$ cat config.mk
export PLATFORM = sky130hd
export DESIGN_NAME = button_press_hold_qualifier_core
export DESIGN_NICKNAME = d
export VERILOG_FILES = /design/src/design/bphq_pkg.sv /design/src/design/bphq_state_mem.sv /design/src/design/bphq_stamp_mem.sv /design/src/design/bphq_eval.sv /design/src/design/button_press_hold_qualifier_core.sv
export SDC_FILE = /design/constraint.sdc
export NUM_CORES = 1
export LEC_CHECK = 0
export BUFFER_PORTS_ARGS = -buffer_cell sky130_fd_sc_hd__buf_2
export CORE_MARGIN = 2
export CORE_UTILIZATION = 45
export DETAILED_ROUTE_END_ITERATION = 8
export SYNTH_ARGS = -nofsm -noshare
export SYNTH_HDL_FRONTEND = slang
export SYNTH_SLANG_ARGS = --single-unit
$ cat constraint.sdc
create_clock -name clk -period 9.06 [get_ports clk]
set_clock_uncertainty 0.05 [all_clocks]
set_input_delay 0.453 -clock clk [delete_from_list [all_inputs] [get_ports clk]]
set_output_delay 0.453 -clock clk [all_outputs]
set_load 0.05 [all_outputs]
$ cat src/design/bphq_pkg.sv
package bphq_pkg;

	localparam int PINS    = 32;
	localparam int PIN_W   = $clog2(PINS);
	localparam int STAMP_W = 32;
	localparam int HOLD_W  = 16;
	localparam int VAL_W   = 8;
	localparam int SLOT_W  = 8;
	localparam int KIND_W  = 3;

	// Per-pin qualifier state
	typedef enum logic [2:0] {
		ST_IDLE     = 3'd0,
		ST_SET      = 3'd1,
		ST_ACTIVE   = 3'd2,
		ST_RELEASED = 3'd3,
		ST_TS_OFF   = 3'd4,
		ST_TS_ON    = 3'd5
	} pin_state_t;

	// Button modes
	typedef enum logic [KIND_W-1:0] {
		KIND_EDGE        = 3'd0,
		KIND_FILTERED    = 3'd1,
		KIND_TWO_STATE   = 3'd2,
		KIND_PRESS_HOLD  = 3'd3,
		KIND_REPEAT_HOLD = 3'd4
	} kind_t;

	typedef struct packed {
		logic [KIND_W-1:0]  kind;
		logic [PIN_W-1:0]   pin;
		logic               level;
		logic               active_low;
		logic [VAL_W-1:0]   value;
		logic [VAL_W-1:0]   value_alt;
		logic [SLOT_W-1:0]  slot;
		logic [SLOT_W-1:0]  slot_alt;
		logic [HOLD_W-1:0]  hold_time;
		logic [STAMP_W-1:0] now_ms;
	} item_t;

	typedef struct packed {
		logic [SLOT_W-1:0] write_slot;
		logic              write_enable;
		logic              changed;
		logic [VAL_W-1:0]  result_value;
	} result_t;

	typedef struct packed {
		logic             en;
		logic [PIN_W-1:0] addr;
		pin_state_t       data;
	} st_wr_t;

	typedef struct packed {
		logic               en;
		logic [PIN_W-1:0]   addr;
		logic [STAMP_W-1:0] data;
	} ts_wr_t;

endpackage

$ cat src/design/bphq_state_mem.sv
module bphq_state_mem (
	input  logic                           clk,
	input  logic                           arst_n,
	input  logic                           rd_en,
	input  logic [bphq_pkg::PIN_W-1:0]     rd_addr,
	output bphq_pkg::pin_state_t           rd_data,
	input  bphq_pkg::st_wr_t               wr
);

	bphq_pkg::pin_state_t mem [bphq_pkg::PINS];
	logic [bphq_pkg::PINS-1:0] valid_q;
	bphq_pkg::pin_state_t rd_q;

	// Write port and registered read; an entry never written reads as idle
	always_ff @(posedge clk) begin
		if (wr.en) begin
			mem[wr.addr] <= wr.data;
		end
		if (rd_en) begin
			rd_q <= valid_q[rd_addr] ? mem[rd_addr] : bphq_pkg::ST_IDLE;
		end
	end

	// Mark entries written since reset
	always_ff @(posedge clk or negedge arst_n) begin
		if (!arst_n) begin
			valid_q <= '0;
		end else if (wr.en) begin
			valid_q[wr.addr] <= 1'b1;
		end
	end

	assign rd_data = rd_q;

	a_written_valid: assert property (@(posedge clk) disable iff (!arst_n)
		wr.en |=> valid_q[$past(wr.addr)])
		else $error("state entry not marked valid after write");

	a_valid_grows: assert property (@(posedge clk) disable iff (!arst_n)
		$countones(valid_q) >= $countones($past(valid_q)))
		else $error("state valid bits dropped without reset");

endmodule

$ cat src/design/bphq_stamp_mem.sv
module bphq_stamp_mem (
	input  logic                             clk,
	input  logic                             rd_en,
	input  logic [bphq_pkg::PIN_W-1:0]       rd_addr,
	output logic [bphq_pkg::STAMP_W-1:0]     rd_data,
	input  bphq_pkg::ts_wr_t                 wr
);

	logic [bphq_pkg::STAMP_W-1:0] mem [bphq_pkg::PINS];
	logic [bphq_pkg::STAMP_W-1:0] rd_q;

	// Press timestamps: one write port, registered read
	always_ff @(posedge clk) begin
		if (wr.en) begin
			mem[wr.addr] <= wr.data;
		end
		if (rd_en) begin
			rd_q <= mem[rd_addr];
		end
	end

	assign rd_data = rd_q;

endmodule

$ cat src/design/bphq_eval.sv
module bphq_eval (
	input  bphq_pkg::item_t                item,
	input  bphq_pkg::pin_state_t           st,
	input  logic [bphq_pkg::STAMP_W-1:0]   stamp,
	output bphq_pkg::st_wr_t               st_wr,
	output bphq_pkg::ts_wr_t               ts_wr,
	output bphq_pkg::result_t              res
);

	logic                         pressed;
	logic                         held;
	logic [bphq_pkg::STAMP_W-1:0] elapsed;

	assign pressed = item.level ^ item.active_low;
	assign elapsed = item.now_ms - stamp;
	assign held    = elapsed > {{(bphq_pkg::STAMP_W - bphq_pkg::HOLD_W){1'b0}}, item.hold_time};

	// Decide next pin state, timestamp update and the command produced
	always_comb begin
		st_wr.en      = 1'b0;
		st_wr.addr    = item.pin;
		st_wr.data    = bphq_pkg::ST_IDLE;
		ts_wr.en      = 1'b0;
		ts_wr.addr    = item.pin;
		ts_wr.data    = item.now_ms;
		res           = '0;
		unique case (item.kind)
			bphq_pkg::KIND_EDGE: begin
				if (pressed && st == bphq_pkg::ST_IDLE) begin
					st_wr.en         = 1'b1;
					st_wr.data       = bphq_pkg::ST_SET;
					res.result_value = item.value;
					res.changed      = 1'b1;
					res.write_enable = 1'b1;
					res.write_slot   = item.slot;
				end else if (!pressed) begin
					st_wr.en   = 1'b1;
					st_wr.data = bphq_pkg::ST_IDLE;
				end
			end
			bphq_pkg::KIND_FILTERED: begin
				if (pressed && st == bphq_pkg::ST_IDLE) begin
					st_wr.en         = 1'b1;
					st_wr.data       = bphq_pkg::ST_SET;
					res.result_value = item.value;
					res.changed      = 1'b1;
				end else if (pressed && st == bphq_pkg::ST_SET) begin
					st_wr.en         = 1'b1;
					st_wr.data       = bphq_pkg::ST_ACTIVE;
					res.result_value = item.value;
					res.changed      = 1'b1;
					res.write_enable = 1'b1;
					res.write_slot   = item.slot;
				end else if (!pressed && st == bphq_pkg::ST_ACTIVE) begin
					st_wr.en   = 1'b1;
					st_wr.data = bphq_pkg::ST_RELEASED;
				end else if (!pressed && (st == bphq_pkg::ST_RELEASED ||
						st == bphq_pkg::ST_SET)) begin
					st_wr.en   = 1'b1;
					st_wr.data = bphq_pkg::ST_IDLE;
				end
			end
			bphq_pkg::KIND_TWO_STATE: begin
				if (pressed && (st == bphq_pkg::ST_IDLE || st == bphq_pkg::ST_TS_OFF)) begin
					st_wr.en         = 1'b1;
					st_wr.data       = bphq_pkg::ST_TS_ON;
					res.result_value = item.value;
					res.changed      = 1'b1;
					res.write_enable = 1'b1;
					res.write_slot   = item.slot;
				end else if (!pressed && (st == bphq_pkg::ST_IDLE ||
						st == bphq_pkg::ST_TS_ON)) begin
					st_wr.en         = 1'b1;
					st_wr.data       = bphq_pkg::ST_TS_OFF;
					res.result_value = item.value_alt;
					res.changed      = 1'b1;
					res.write_enable = 1'b1;
					res.write_slot   = item.slot;
				end
			end
			bphq_pkg::KIND_PRESS_HOLD, bphq_pkg::KIND_REPEAT_HOLD: begin
				if (pressed && st == bphq_pkg::ST_IDLE) begin
					ts_wr.en   = 1'b1;
					st_wr.en   = 1'b1;
					st_wr.data = bphq_pkg::ST_SET;
				end else if (pressed && held && (st == bphq_pkg::ST_SET ||
						(item.kind == bphq_pkg::KIND_REPEAT_HOLD &&
						st == bphq_pkg::ST_ACTIVE))) begin
					// Repeat mode restarts the hold interval on each repeat
					ts_wr.en         = (item.kind == bphq_pkg::KIND_REPEAT_HOLD);
					st_wr.en         = 1'b1;
					st_wr.data       = bphq_pkg::ST_ACTIVE;
					res.result_value = item.value_alt;
					res.changed      = 1'b1;
					res.write_enable = 1'b1;
					res.write_slot   = (item.kind == bphq_pkg::KIND_PRESS_HOLD) ?
						item.slot_alt : item.slot;
				end else if (!pressed && st == bphq_pkg::ST_SET) begin
					st_wr.en         = 1'b1;
					st_wr.data       = bphq_pkg::ST_IDLE;
					res.result_value = item.value;
					res.changed      = 1'b1;
					res.write_enable = 1'b1;
					res.write_slot   = item.slot;
				end else if (!pressed && st == bphq_pkg::ST_ACTIVE) begin
					st_wr.en   = 1'b1;
					st_wr.data = bphq_pkg::ST_IDLE;
				end
			end
			default: begin
			end
		endcase
	end

endmodule

$ cat src/design/button_press_hold_qualifier_core.sv
// Stage 1 registers the accepted item and memory reads; out_q registers its result.
// Throughput: one transaction per cycle unless stalled; each pin sample is one read
// of the state and timestamp memories then one write back, same-pin writes forwarded.
// Reset: arst_n clears the pipeline, the output valid and the per-pin valid bits,
// so every pin reads as idle at once; no clearing pass, timestamps are not reset.
module button_press_hold_qualifier_core (
	input  logic        clk,
	input  logic        arst_n,
	input  logic        s_axis_tvalid,
	output logic        s_axis_tready,
	// [4:0] pin, [5] level, [6] active_low, [14:7] value, [22:15] value_alt,
	// [30:23] slot, [38:31] slot_alt, [54:39] hold_time, [86:55] now_ms, [87] unused
	input  logic [87:0] s_axis_tdata,
	// [2:0] kind
	input  logic [2:0]  s_axis_tuser,
	output logic        m_axis_tvalid,
	input  logic        m_axis_tready,
	// [7:0] result_value, [8] changed, [9] write_enable, [17:10] write_slot,
	// [23:18] zero
	output logic [23:0] m_axis_tdata
);

	bphq_pkg::item_t              item_in;
	bphq_pkg::item_t              item_s1;
	logic                         s1_valid_q;
	logic                         s1_adv;
	logic                         accept;
	bphq_pkg::pin_state_t         st_rd;
	logic [bphq_pkg::STAMP_W-1:0] ts_rd;
	bphq_pkg::pin_state_t         st_cur;
	logic [bphq_pkg::STAMP_W-1:0] ts_cur;
	bphq_pkg::st_wr_t             st_wr;
	bphq_pkg::ts_wr_t             ts_wr;
	bphq_pkg::st_wr_t             st_wr_g;
	bphq_pkg::ts_wr_t             ts_wr_g;
	bphq_pkg::result_t            res;
	logic                         byp_st_q;
	bphq_pkg::pin_state_t         byp_st_data_q;
	logic                         byp_ts_q;
	logic [bphq_pkg::STAMP_W-1:0] byp_ts_data_q;
	logic                         out_valid_q;
	bphq_pkg::result_t            out_q;

	// Unpack the input transaction
	assign item_in.kind       = s_axis_tuser;
	assign item_in.pin        = s_axis_tdata[4:0];
	assign item_in.level      = s_axis_tdata[5];
	assign item_in.active_low = s_axis_tdata[6];
	assign item_in.value      = s_axis_tdata[14:7];
	assign item_in.value_alt  = s_axis_tdata[22:15];
	assign item_in.slot       = s_axis_tdata[30:23];
	assign item_in.slot_alt   = s_axis_tdata[38:31];
	assign item_in.hold_time  = s_axis_tdata[54:39];
	assign item_in.now_ms     = s_axis_tdata[86:55];

	// Handshake: stage 1 moves on when the output register is free or draining
	assign s1_adv        = s1_valid_q && (!out_valid_q || m_axis_tready);
	assign s_axis_tready = !s1_valid_q || s1_adv;
	assign accept        = s_axis_tvalid && s_axis_tready;

	bphq_state_mem u_state_mem (
		.clk     (clk),
		.arst_n  (arst_n),
		.rd_en   (accept),
		.rd_addr (item_in.pin),
		.rd_data (st_rd),
		.wr      (st_wr_g)
	);

	bphq_stamp_mem u_stamp_mem (
		.clk     (clk),
		.rd_en   (accept),
		.rd_addr (item_in.pin),
		.rd_data (ts_rd),
		.wr      (ts_wr_g)
	);

	// Take forwarded data when the previous item wrote this pin on the read edge
	assign st_cur = byp_st_q ? byp_st_data_q : st_rd;
	assign ts_cur = byp_ts_q ? byp_ts_data_q : ts_rd;

	bphq_eval u_eval (
		.item  (item_s1),
		.st    (st_cur),
		.stamp (ts_cur),
		.st_wr (st_wr),
		.ts_wr (ts_wr),
		.res   (res)
	);

	// Commit write-back only when the item leaves stage 1
	always_comb begin
		st_wr_g    = st_wr;
		st_wr_g.en = st_wr.en && s1_adv;
		ts_wr_g    = ts_wr;
		ts_wr_g.en = ts_wr.en && s1_adv;
	end

	// Stage 1 item payload and forwarding data
	always_ff @(posedge clk) begin
		if (accept) begin
			item_s1       <= item_in;
			byp_st_data_q <= st_wr.data;
			byp_ts_data_q <= ts_wr.data;
		end
		if (s1_adv) begin
			out_q <= res;
		end
	end

	// Stage 1 control, forwarding flags and output valid
	always_ff @(posedge clk or negedge arst_n) begin
		if (!arst_n) begin
			s1_valid_q  <= 1'b0;
			byp_st_q    <= 1'b0;
			byp_ts_q    <= 1'b0;
			out_valid_q <= 1'b0;
		end else begin
			if (accept) begin
				s1_valid_q <= 1'b1;
				byp_st_q   <= st_wr_g.en && (st_wr.addr == item_in.pin);
				byp_ts_q   <= ts_wr_g.en && (ts_wr.addr == item_in.pin);
			end else if (s1_adv) begin
				s1_valid_q <= 1'b0;
				byp_st_q   <= 1'b0;
				byp_ts_q   <= 1'b0;
			end
			if (s1_adv) begin
				out_valid_q <= 1'b1;
			end else if (m_axis_tready) begin
				out_valid_q <= 1'b0;
			end
		end
	end

	assign m_axis_tvalid = out_valid_q;
	assign m_axis_tdata  = {6'd0, out_q.write_slot, out_q.write_enable, out_q.changed,
		out_q.result_value};

	a_byp_needs_item: assert property (@(posedge clk) disable iff (!arst_n)
		(byp_st_q || byp_ts_q) |-> s1_valid_q)
		else $error("forwarding flag set with stage 1 empty");

	a_stall_blocks_input: assert property (@(posedge clk) disable iff (!arst_n)
		(s1_valid_q && out_valid_q && !m_axis_tready) |-> !s_axis_tready)
		else $error("input accepted while pipeline is stalled");

	a_quiet_result: assert property (@(posedge clk) disable iff (!arst_n)
		(out_valid_q && !out_q.changed) |->
		(out_q.result_value == '0 && !out_q.write_enable && out_q.write_slot == '0))
		else $error("unchanged result carries a command");

	a_write_implies_changed: assert property (@(posedge clk) disable iff (!arst_n)
		(out_valid_q && out_q.write_enable) |-> out_q.changed)
		else $error("write strobe without a produced command");

endmodule
==> summary by stage, run 1 <==
STA
The final sum of negative setup slack is 0 ps. Based on the critical path, the design can be clocked at up to 134 MHz. The number of hold violations in the final report is 0.

The setup-violating endpoint count in the final report is 0. The final count of pins violating max slew is 0. The routed design could run at a clock period as short as 7480 ps. The headroom to the max-slew limit is 0.142.

The final worst-path cycle share is 0.825. Setup repair after global routing left no endpoint under its margin. For the pin with the worst max-slew slack, the measured transition is 1290 ps.

Power
The share of total power dissipated in the clock network is 0.409. The sequential group share of total power is 0.521. Of the total power, combinational logic draws 0.069. The analysis attributes to net switching a power of 2.93 mW. Internal power comes to 10.3 mW. Of the total power, the share spent switching nets is 0.221. In this run the static leakage power is 19.7 nW.

The power density over cell area is 216 mW/mm^2. The maximum ir drop on the vdd rail is 0.194 mV.

Hold path
Counting instances, the worst hold path has a depth of 1. The type of the most critical hold path is in -> reg. The sink of the worst hold path is item_s1[83]. The worst hold path begins at s_axis_tdata[1].

Drt
The number of DRC markers in iteration 0 is 3028. The remaining number of nets flagged by the antenna check after routing is 0. The detailed-route wire length is 127 mm. The first detailed-routing pass took 5 iterations.

The mean routed wirelength per cell is 28.6 um. The remaining design rule violation count is 0. The detailed-route via count is 26.3k. The via density per instance is 5.91.

Synthesis
The async set or reset register ratio after synthesis is 0.0270. The share of synthesized area in the top cell type comes to 0.727. The area of the mapped netlist is 0.0536 sq mm. The post-synthesis register bit count is 1334. The library cell with the largest summed area after synthesis is sky130_fd_sc_hd__edfxtp_1. The post-synthesis sequential area ratio is 0.744.

Ranked by total cell area, the synthesized netlist is headed by sky130_fd_sc_hd__edfxtp_1 73%, sky130_fd_sc_hd__mux4_2 15%, sky130_fd_sc_hd__dfrtp_1 1.7%, sky130_fd_sc_hd__ha_1 1.1%, sky130_fd_sc_hd__mux2_2 0.78%. Synthesis handed over a netlist of 2521 instances. Among all flip-flop cells after synthesis, the most frequent one is sky130_fd_sc_hd__edfxtp_1. Sorting the synthesized cells by how often they occur yields 1298 x sky130_fd_sc_hd__edfxtp_1, 360 x sky130_fd_sc_hd__mux4_2, 72 x sky130_fd_sc_hd__clkbuf_1.

The netlist uses 83 different library cells. The total number of yosys warnings is 0. After synthesis, the mean cell area works out to 21.3 sq um. The number of enable flip-flop cells after synthesis is 1298. Yosys instantiated no cell more often than sky130_fd_sc_hd__edfxtp_1.

Setup path
The endpoint identified for the worst register-to-register timing path is u_stamp_mem.mem[30][2]. Along the worst path, the maximum fanout reaches 32. The startpoint identified for the worst register-to-register timing path is byp_ts_q.

The worst setup path is launched from a flop. The arrival time of data at the critical path endpoint is 7800 ps. The critical path starts at byp_ts_q. Counting both buffers and inverters, the worst setup path holds a total of 2. The signal on the critical path passes through buf_4 > mux2i_1 > ha_1 > a21oi_1 > nand2_1 > o21ai_1 > nor2b_1 > xnor2_1 > ha_1 > nand4_1 > nor3_1 > mux2i_1 > a21oi_1 > nor4_1 > or4b_4 > nor4b_2 > and4_4 > o22a_2 > nor3_2 > buf_4.

The kind of critical path is reg -> reg. The setup check on the worst reg-to-reg path leaves a slack of 1580 ps. The depth of the most critical reg-to-reg path is 20. The endpoint required time on the critical path is 9380 ps. The endpoint kind of the worst setup timing path is a flop. The standard cell with the maximum stage delay on the critical path is sky130_fd_sc_hd__o22a_2. On the worst path, the slowest cell contributes a delay of 780 ps.

Broken down by cell family, the worst path's largest delay share belongs to simple AND/OR/NAND/NOR gates.

Clock network
Clock tree synthesis found a total of 1334 sinks. The tree is rooted in a sky130_fd_sc_hd__clkbuf_16. After clock tree synthesis, the setup repair step added 0 buffers.

The TritonCTS buffer count is 139. The clock slew seen by the registers of the worst setup and hold paths is 60 ps. TritonCTS built the clock tree.

The post-cts gate resize count is 0. In this run the number of H-tree levels came out at 4. The later pin in the worst-skew pair is clocked with a latency of 760 ps. The longest clock path from root to sink contains 3 buffers.

Finish
The count of fill cells added during filler insertion is 9121. From synthesis to final layout, the design area changed by 14.7%. The finished cells cover 0.0615 sq mm. The net count of the finished layout is 2958. The sequential cells in the finished layout cover a total of 0.0399 sq mm. In the final layout, the share of cells above drive strength 1 is 0.298. Measured on the finished design, the core utilization comes to 0.521. Summing all multi-input logic gate instances after layout gives 0.0130 sq mm.

Placement
Port buffering added 113 buffers. Routability-driven placement finished with a final weighted congestion of 0.827. The placed instances occupy a cell area of 0.0563 sq mm. Summed over all nets, the half-perimeter wirelength after detailed placement is 68.9 mm.

Global routing
The number of global-route vias before repair is 27.0k. The first global-routing pass estimated 185 mm of wire. The global router's overall resource usage is 0.211. The initial antenna violation count is 1. Entering global routing, the biggest net connects 122 pins.

The total overflow left after global routing is 0.

Die
The number of cell rows is 126. The starting density of the core is 0.454. The die is 349 um tall. 121 I/O pins were placed. The full die area is 0.122 sq mm.

The floorplan step defined a core boundary enclosing 0.118 sq mm. Measured along the x axis, the die boundary spans 349 um.

Run status
The flow ran to the end, and the final reports show no timing, DRC or antenna violations.

Flow run
The number of max-capacitance violations reported is 0.
[power by group through the flow]
stage               sequential (mW)  clock, mW  combinational, mW
floorplan                      7.07          0              0.580
global placement               7.04          0              0.881
detailed placement             7.05          0              0.895
CTS                            6.92       5.55              0.928
global route                   6.92       5.78              0.994
finish                         6.92       5.43              0.919
[layout make-up]
type                    instances  area share
inverters                      58     0.00354
well taps                    1536      0.0313
multi-input cells             999       0.212
clock buffers                 178      0.0600
diodes                          1   0.0000407
repair buffers                281      0.0342
flip-flops and latches       1334       0.649
clock inverters                65     0.00995
[metrics by stage]
step | instances | hold WS [ps] | worst slack, ps | total power, mW
finish | 4452 | 204 | 1580 | 13.3
global route | 4451 | 185 | 1200 | 13.7
CTS | 4451 | 156 | 1550 | 13.4
detailed placement | 4119 | 402 | 1610 | 7.94
global placement | 4119 | 392 | 1640 | 7.92
floorplan | 2526 | 107 | 2150 | 7.65
[worst max-delay path by stage]
stage / depth (start not counted) / slack, ps / endpoint
2_1_floorplan: 23 / 2150 / u_stamp_mem.mem[10][0]
3_5_place_dp: 20 / 1610 / u_stamp_mem.mem[18][10]
3_3_place_gp: 20 / 1640 / u_stamp_mem.mem[18][10]
5_1_grt: 20 / 1200 / u_stamp_mem.mem[21][3]
4_1_cts: 20 / 1550 / u_stamp_mem.mem[18][1]
6_report: 20 / 1580 / u_stamp_mem.mem[30][2]
[flip-flops by register name (all words and copies together), names as in the netlist]
signal and count:
byp_st_data_q 3, byp_st_q 1, byp_ts_data_q 32, byp_ts_q 1, item_s1 90, m_axis_tdata 18
m_axis_tvalid 1, s1_valid_q 1, u_stamp_mem.mem 1024, u_stamp_mem.rd_data 32, u_state_mem.mem 96, u_state_mem.rd_data 3
u_state_mem.valid_q 32
[cells in the final DEF (no fill, tap or decap), types with 6 or more instances in the layout]
cell / count
sky130_fd_sc_hd__bufinv_16: 8
sky130_fd_sc_hd__buf_4: 78
sky130_fd_sc_hd__o21ai_0: 24
sky130_fd_sc_hd__clkbuf_1: 35
sky130_fd_sc_hd__xnor2_1: 17
sky130_fd_sc_hd__a22o_1: 15
sky130_fd_sc_hd__mux4_2: 360
sky130_fd_sc_hd__nand3b_1: 6
sky130_fd_sc_hd__ha_1: 49
sky130_fd_sc_hd__conb_1: 6
sky130_fd_sc_hd__clkinv_2: 10
sky130_fd_sc_hd__o21a_1: 7
sky130_fd_sc_hd__o31ai_1: 16
sky130_fd_sc_hd__buf_2: 109
sky130_fd_sc_hd__nor3_2: 51
sky130_fd_sc_hd__or3_1: 9
sky130_fd_sc_hd__mux2_2: 37
sky130_fd_sc_hd__edfxtp_1: 1298
sky130_fd_sc_hd__xor2_1: 12
sky130_fd_sc_hd__nor2_1: 43
sky130_fd_sc_hd__nor3_1: 30
sky130_fd_sc_hd__or2_2: 9
sky130_fd_sc_hd__dfrtp_1: 35
sky130_fd_sc_hd__inv_6: 7
sky130_fd_sc_hd__clkbuf_16: 141
sky130_fd_sc_hd__inv_1: 58
sky130_fd_sc_hd__a21o_1: 9
sky130_fd_sc_hd__mux2i_1: 40
sky130_fd_sc_hd__nand3_1: 20
sky130_fd_sc_hd__o31ai_2: 17
sky130_fd_sc_hd__nand2b_1: 10
sky130_fd_sc_hd__a21oi_1: 43
sky130_fd_sc_hd__o21ai_1: 16
sky130_fd_sc_hd__nand4_1: 14
sky130_fd_sc_hd__nand2_1: 46
sky130_fd_sc_hd__clkinv_1: 32
sky130_fd_sc_hd__dlygate4sd3_1: 89
[per-layer routing]
layer / share of wire / GRT usage
met1: 0.43 / 0.301
met2: 0.49 / 0.342
met3: 0.052 / 0.0304
met4: 0.022 / 0.0594
met5: 0 / 0
[worst register-to-register path: cells and delay by family (launching register included)]
kind	cells	cell delay (ps)
adders and majority gates	2	610
muxes	2	540
xor gates and xnor gates	1	170
buffers and inverters	2	830
DFF	1	720
and+or+nand+nor	9	2680
AOI/OAI and AO/OA	4	1380
[timing repair]
| action | CTS | global route |
|---|---|---|
| hold buffers | 89 | 0 |
| endpoints found under the setup margin | 0 | 0 |
| hold endpoints to repair | 124 | 0 |
[kinds of logic after synthesis]
| logic type | share of synthesized area |
|---|---|
| AOI/OAI and AO/OA | 0.0288 |
| xor gates and xnor gates | 0.00474 |
| adders and majority gates | 0.0118 |
| buffers and inverters | 0.0161 |
| DFF | 0.744 |
| muxes | 0.167 |
| other | 0.0000700 |
| and+or+nand+nor | 0.0279 |
Power figures use the tool's default switching activity.
==> run 2, diff against run 1 <==
- clock period: 9.06 -> 7.05 ns (I/O delays scaled with it)
==> run 2 against run 1 <==
Against the previous run: combinational power is 33% higher; register-to-register slack worse by 1100 ps; sequential cell count stayed put; sequential share of layout area is 0.36 points lower; clock-buffer cell count is 6 lower; first-iteration DRC count is 9.4% lower; maximum frequency is 14% higher; worst hold slack worse by 42 ps; die area stayed put; cell area is 0.56% higher; largest cell class unchanged.
==> summary by stage, run 2 (synthesized netlist as in run 1, its figures left out) <==
Run status
The run finished with clean final reports.

Clock network
The total clock sinks is 1334. The H-tree generated during clock tree synthesis spans 4 levels. The clock tree root buffer cell is sky130_fd_sc_hd__clkbuf_16.

Clock-pin slew was measured on the worst setup and hold paths at 60 ps. Buffers inserted during clock tree synthesis total 138. The clock tree from TritonCTS is done.

The post-cts gate resize count is 0. The number of buffers inserted to repair setup after CTS is 0. In this run the deepest clock path goes through 3 buffers. For this design, the CTS-stage hold fixing added 89 buffers. At the later pin of the worst-skew pair, clock insertion delay measures 750 ps.

Drt
Dividing the detail-routed via count by the number of cells gives 5.93. The first TritonRoute pass finished after 5 iterations. The detailed-route wire length is 129 mm. The detail route stage leaves a number of antenna-violating nets equal to 0. The remaining design rule violation count is 0. Dividing the detail-routed wire length by the instance count gives 28.9 um. For this block, the initial DRC count from the detailed router was 2742. The detailed-route via count is 26.5k.

Placement
The placed instance area is 0.0566 sq mm. Input and output buffers added on the ports amount to 113. The detailed placement HPWL is 73.2 mm. The global placer's final weighted congestion is 0.912.

Finish
The top cell types in the final layout, fill and taps aside, are 1298 x sky130_fd_sc_hd__edfxtp_1, 360 x sky130_fd_sc_hd__mux4_2, 141 x sky130_fd_sc_hd__clkbuf_16. Of the cells placed in the final design, the portion with a size suffix greater than 1 is 0.307. The most common cell after layout, fill and taps aside is sky130_fd_sc_hd__edfxtp_1. The register with the most flip-flops in the layout has 1024 of them. The final antenna diode count is 0.

The finished cells cover 0.0618 sq mm. The area growth from synthesis to final layout is 15.3%. The top register by number of flip-flops is u_stamp_mem.mem.

The largest registers in the layout are u_stamp_mem.mem (1024), u_state_mem.mem (96), item_s1 (90). The final layout contains 2976 nets.

Power
Across the VDD grid, the largest voltage drop is 0.253 mV. The internal power of the cells totals 13.3 mW. Of the total power, the share spent switching nets is 0.222.

The analysis attributes to net switching a power of 3.79 mW. The share of total power dissipated in combinational logic is 0.072. Of the total power, registers draw 0.518. The share of total power dissipated in the clock network is 0.410. The total chip power is 17.1 mW. The leakage power total is 19.9 nW. In this run the power density over the cells is 277 mW/mm^2.

Setup path
Walking the worst path, the cells encountered are buf_12 > mux2i_1 > ha_1 > a21oi_1 > nand2_1 > o21ai_1 > nor2b_1 > xnor2_1 > ha_1 > nand4_1 > nor3_1 > mux2i_1 > a21oi_1 > nor4_1 > or4b_4 > nor4b_2 > and4_4 > o22a_2 > buf_12 > nor3_2 > buf_4. By startpoint and endpoint, the worst setup path is classified as reg -> reg. Among cell families on the critical path, the largest total delay comes from simple AND/OR/NAND/NOR gates. The largest single stage delay on the critical path is 510 ps. At the worst endpoint, the arrival time is 6900 ps. The sum of buffers and inverters on the critical path is 3. The slowest stage of the critical path is the sky130_fd_sc_hd__dfrtp_2 cell. At the worst endpoint, the required time is 7370 ps. STA classifies the critical path startpoint as a flop. STA classifies the critical path endpoint as a flop. Along the worst path, the maximum fanout reaches 32.

Flow run
Across the run, the number of max-cap violations was 0.

STA
The final count of pins violating max slew is 0. The setup-violating endpoint count in the final report is 0. Timing would allow up to 152 MHz. Setup repair after global routing left no endpoint under its margin. The clock period minus worst slack is 6580 ps. In this run the tightest slew margin relative to its limit is 0.138.

After routing, the total negative slack on setup checks comes to 0 ps. The slew at the pin with the worst max-slew slack is 1290 ps. Of the available clock period, the critical path in the final layout requires 0.934.

The number of hold violations in the final report is 0.

Die
The number of cell rows is 126. The starting density of the core is 0.454. The full die area is 0.122 sq mm. The I/O pin total is 121. The placeable core area is 0.118 sq mm.

The die is 349 um wide. The die span in y is 349 um.

Global routing
The total congestion overflow after global routing is 0. The initial antenna violation count is 0. The number of global-route vias before repair is 27.4k. Across every metal layer, demand over resource in global routing totals 0.214. The first global-routing pass estimated 188 mm of wire. Entering global routing, the biggest net connects 108 pins.

Hold path
The type of the most critical hold path is in -> reg.
-- run 2: cell count changes in the layout (fill, tap and decap cells not counted), sizes merged --
cell | previous run | this run
inv | 66 | 62
clkbuf | 178 | 172
clkinvlp | 0 | 3
clkinv | 49 | 56
diode | 1 | 0
buf | 192 | 211
bufinv | 8 | 9
-- run 2: power by group through the flow --
stage / sequential, mW / clock [mW] / combinational (mW)
4_1_cts: 8.87 / 7.17 / 1.23
5_1_grt: 8.87 / 7.48 / 1.32
3_5_place_dp: 9.04 / 0 / 1.19
6_report: 8.87 / 7.02 / 1.22
2_1_floorplan: 9.09 / 0 / 0.745
3_3_place_gp: 9.03 / 0 / 1.17
-- run 2: worst paths after layout --
kind | from | endpoint | slack (ps) | depth (start not counted)
max | byp_ts_q | u_stamp_mem.mem[27][26] | 470 | 21
min | s_axis_tdata[2] | item_s1[84] | 160 | 1
max reg2reg | byp_ts_q | u_stamp_mem.mem[27][26] | 470 | 21
min reg2reg | u_state_mem.valid_q[7] | u_state_mem.valid_q[7] | 420 | 2
max in group asynchronous | arst_n | byp_ts_q | 6090 | 2
min in group asynchronous | arst_n | u_state_mem.valid_q[4] | 270 | 2
-- run 2: final cells by class --
type | instances | area (sq um)
clock buffer | 172 | 3650
clock inverter | 72 | 701
fill | 9081 | 56300
inverter | 58 | 218
multi-input combinational | 999 | 13100
sequential | 1334 | 39900
tap | 1536 | 1920
timing repair buffer | 300 | 2380
-- run 2: stage by stage --
step                      instances   util  setup WS (ps)  hold WS (ps)
after floorplan                2526      -            143          6.91
after global placement         4138  0.479            597           392
after detailed placement       4138  0.479            552           400
after CTS                      4471  0.523            487           133
after global routing           4471  0.523            139           163
final                          4471  0.523            468           162
-- run 2: routing by layer --
layer / wire length [um] / global-route usage / share of wire
met5: 0 / 0 / 0
met4: 3360 / 0.0644 / 0.026
met3: 7330 / 0.0335 / 0.057
met2: 64600 / 0.355 / 0.50
met1: 54100 / 0.294 / 0.42
==> run 3, diff against run 2 <==
- ABC_AREA: default -> 1
==> run 3 against run 2 <==
Against the previous run: maximum frequency increased by 10%; first-iteration DRC count rose by 49%; sequential share of layout area is 1.6 points lower; critical endpoint is now u_stamp_mem.mem[0][12]; largest power group unchanged; highest routed layer is now met5.
==> summary by stage, run 3 <==
Run status
The flow ran to the end, and the final reports show no timing, DRC or antenna violations.

Synthesis
Of the synthesized area, sequential elements account for 0.724. By area the synthesized netlist is led by sky130_fd_sc_hd__edfxtp_1 71%, sky130_fd_sc_hd__o21ai_0 5.9%, sky130_fd_sc_hd__nor2_1 5.2%, sky130_fd_sc_hd__o221ai_1 3.2%, sky130_fd_sc_hd__nand2_1 2.4%. The number of instances in the synthesized netlist is 4373.

sky130_fd_sc_hd__edfxtp_1 takes more of the synthesized area than any other cell. The mean post-synth cell area is 12.6 sq um. The area of the mapped netlist is 0.0551 sq mm. Of the post-synthesis cell area, the dominant cell type holds 0.707. The leading cell type by number of instances after synthesis is sky130_fd_sc_hd__edfxtp_1.

The synthesized design contains 1298 enable-type register cells. In the synthesized netlist, the cells that appear most often are 1298 x sky130_fd_sc_hd__edfxtp_1, 757 x sky130_fd_sc_hd__nor2_1, 648 x sky130_fd_sc_hd__o21ai_0. After synthesis, the netlist uses 47 different library cells. The async set or reset register ratio after synthesis is 0.0270.

Counting flops and latches in the post-synthesis netlist gives 1334. The commonest register cell after synthesis is sky130_fd_sc_hd__edfxtp_1. The total number of yosys warnings is 0.

Setup path
The depth of the most critical reg-to-reg path is 29. The worst setup path is captured at a flop. The beginning of the critical path is byp_ts_q. The largest driver fanout on the critical path is 32. The kind of critical path is reg -> reg. The standard cell with the maximum stage delay on the critical path is sky130_fd_sc_hd__buf_4. The largest single stage delay on the critical path is 690 ps. STA puts the critical path data arrival time at 6300 ps. The worst setup path is launched from a flop. The worst flop-to-flop path startpoint is byp_ts_q. The endpoint required time on the critical path is 7390 ps. Counting stages on the worst path, the most repeated cell is sky130_fd_sc_hd__nand2_1.

Global routing
For this run, global-route usage on met2 was measured as 0.384. The first global-routing pass estimated 225 mm of wire. For this run, global-route usage on met3 was measured as 0.0425.

The number of global-route vias before repair was 34.6k. In this run the most used layer during global routing was met2. The routing usage on met1 is 0.346. The initial antenna violation count is 7. Entering global routing, the biggest net connects 179 pins. The global router's overall resource usage is 0.242. The total congestion overflow after global routing is 0.

Finish
In the final layout, the share of cells above drive strength 1 is 0.107. In the final layout, the multi-input gates occupy 0.0133 sq mm. The most common cell after layout, fill and taps aside is sky130_fd_sc_hd__edfxtp_1.

In the final layout, flip-flops and latches occupy 0.0399 sq mm. The top cell types in the final layout, fill and taps aside, are 1298 x sky130_fd_sc_hd__edfxtp_1, 745 x sky130_fd_sc_hd__nor2_1, 648 x sky130_fd_sc_hd__o21ai_0. The largest registers in the layout are u_stamp_mem.mem (1024), u_state_mem.mem (96), item_s1 (90). Fill cells in the final layout number 10.4k. For this run, the post-layout net count is 4696.

The number of flip-flops in the largest register is 1024. The area growth from synthesis to layout is 14.9%. The cell area after layout is 0.0633 sq mm. The top register by number of flip-flops is u_stamp_mem.mem.

Hold path
The instance count along the most critical hold path is 1. The tightest min-delay check is of the in -> reg type. In this run the most critical hold path is launched from s_axis_tdata[0].

Drt
The remaining design rule violation count is 0. The detailed-route wire length is 153 mm. In the final routed layout, each cell accounts on average for 24.4 um. The detailed-router iteration count before antenna repair is 6.

Across all layers, the routed design uses 36.1k vias. The via density per instance is 5.73. The remaining number of nets flagged by the antenna check after routing is 0.

For this block, the initial DRC count from the detailed router was 4078.

Power
Summed over all cells, the static leakage comes to 21.9 nW. The internal power contribution is 14.2 mW. In this run the power density over the cells is 308 mW/mm^2. Of the total power, registers draw 0.487. The net load switching power is 5.32 mW.

IR analysis of the VDD net gives a maximum drop of 0.231 mV. The share of total power in the clock network is 0.372. Of the total power, the share spent switching nets is 0.273. The share of total power dissipated in combinational logic is 0.140.

STA
For this run, the top clock speed supported by timing is 168 MHz. The setup-violating endpoint count in the final report is 0. Measured against its own limit, the worst slew margin works out to 0.289. The final sum of negative setup slack is 0 ps. The slew at the pin with the worst max-slew slack is 1070 ps. Setup repair after global routing left no endpoint under its margin. The number of hold violations in the final report is 0.

The final count of pins violating max slew is 0. After layout, the minimum clock period comes to 5960 ps. The final worst-path cycle share is 0.845. The worst setup margin is 1090 ps.

Die
The full die area is 0.125 sq mm. The starting density of the core is 0.453. The placeable core area is 0.122 sq mm. In this run the horizontal extent of the chip is 354 um. The floorplan step set the die height to 354 um. After floorplanning, the core was divided into 128 placement rows. The I/O pin total is 121.

Clock network
Counting the buffers created by CTS gives 142. The number of H-tree levels is 4. The clock tree root buffer cell is sky130_fd_sc_hd__clkbuf_16.

No sink is reached through more buffers than the 3 on the longest clock path. For the worst-skew pair, the clock arrives at the later sink with an insertion delay of 750 ps. The clock slew seen by the registers of the worst setup and hold paths is 60 ps. In this run, post-CTS repair resized a total of 0 instances.

CTS saw 1334 sinks. The clock tree from TritonCTS is done. Buffers inserted to repair hold after CTS numbered 88. The number of buffers inserted to repair setup after CTS is 0.

Flow run
The number of max-capacitance violations reported is 0.

Placement
At the end of routability-driven placement, the weighted congestion stood at 0.875. The number of I/O port buffers is 113. The detailed placement HPWL is 83.4 mm. The pre-CTS worst setup slack is 1100 ps. The placed instance area is 0.0579 sq mm.
## run 3: cell types whose count changed in the layout (fill, tap and decap cells not counted), sizes merged, moves of 36 or more
| cell | before | now |
|---|---|---|
| inv | 62 | 283 |
| nand2 | 46 | 357 |
| o22ai | 3 | 87 |
| mux2 | 37 | 1 |
| mux4 | 360 | 0 |
| nor3 | 81 | 32 |
| o221ai | 3 | 204 |
| o21ai | 44 | 649 |
| nor2 | 44 | 762 |
| nand3 | 20 | 144 |
## run 3: path summary, 6_finish.rpt
path,endpoint,slack (ps)
worst max-delay path,u_stamp_mem.mem[0][12],1090
worst min register to register,u_state_mem.valid_q[1],390
worst min-delay path,item_s1[82],160
worst max register to register,u_stamp_mem.mem[0][12],1090
min in group asynchronous,u_state_mem.valid_q[7],270
max in group asynchronous,byp_ts_q,5950
## run 3: final cells by class
| type | instances | area share |
|---|---|---|
| clock buffer | 174 | 0.0604 |
| antenna | 2 | 0.0000790 |
| inverter | 276 | 0.0168 |
| tap | 1625 | 0.0321 |
| clock inverter | 84 | 0.0112 |
| sequential | 1334 | 0.630 |
| timing repair buffer | 300 | 0.0395 |
| multi-input combinational | 2497 | 0.210 |
## run 3: worst max-delay path, delay by kind of cell, from the launching register on
kind	cells	cell delay, ps
AO/OA/AOI/OAI	3	350
XOR/XNOR	1	230
adder cells (fa/ha/maj)	2	530
multiplexers	1	310
buffers and inverters	5	1610
flip-flops	1	520
AND/OR/NAND/NOR	17	1840
## run 3: routing by layer
metal | wire length (um) | vias to the layer above | share of wire
met2 | 70600 | 1407 | 0.46
li1 | - | 16400 | -
met3 | 11500 | 230 | 0.075
met1 | 68000 | 18000 | 0.44
met5 | 34 | - | 0.00022
met4 | 3290 | 6 | 0.021
## run 3: kinds of logic (layout without fill, tap and decap cells)
kind of cell | after synthesis | count (layout) | share of synthesized area
flops | 1334 | 1334 | 0.724
simple gates | 1319 | 1319 | 0.100
compound gates | 1074 | 1074 | 0.117
buf+inv | 547 | 834 | 0.0387
fa+ha+maj | 50 | 50 | 0.0115
mux | 31 | 31 | 0.00565
xor+xnor | 17 | 17 | 0.00270
other cells | 1 | 8 | 0.0000681
## run 3: power by group through the flow
stage,logic [mW],registers (mW),clock network (mW)
global placement,2.66,9.66,0
finish,2.74,9.50,7.26
detailed placement,2.69,9.66,0
global route,3.03,9.52,7.65
floorplan,1.49,9.85,0
CTS,2.73,9.50,7.36
## run 3: metrics by stage
step	hold WS [ps]	utilization	total power, mW	instances
after global placement	381	0.476	12.3	5944
after CTS	104	0.520	19.6	6290
after detailed placement	383	0.476	12.3	5944
after global routing	125	0.520	20.2	6290
after floorplan	6.91	-	11.3	4378
final	155	0.520	19.5	6292
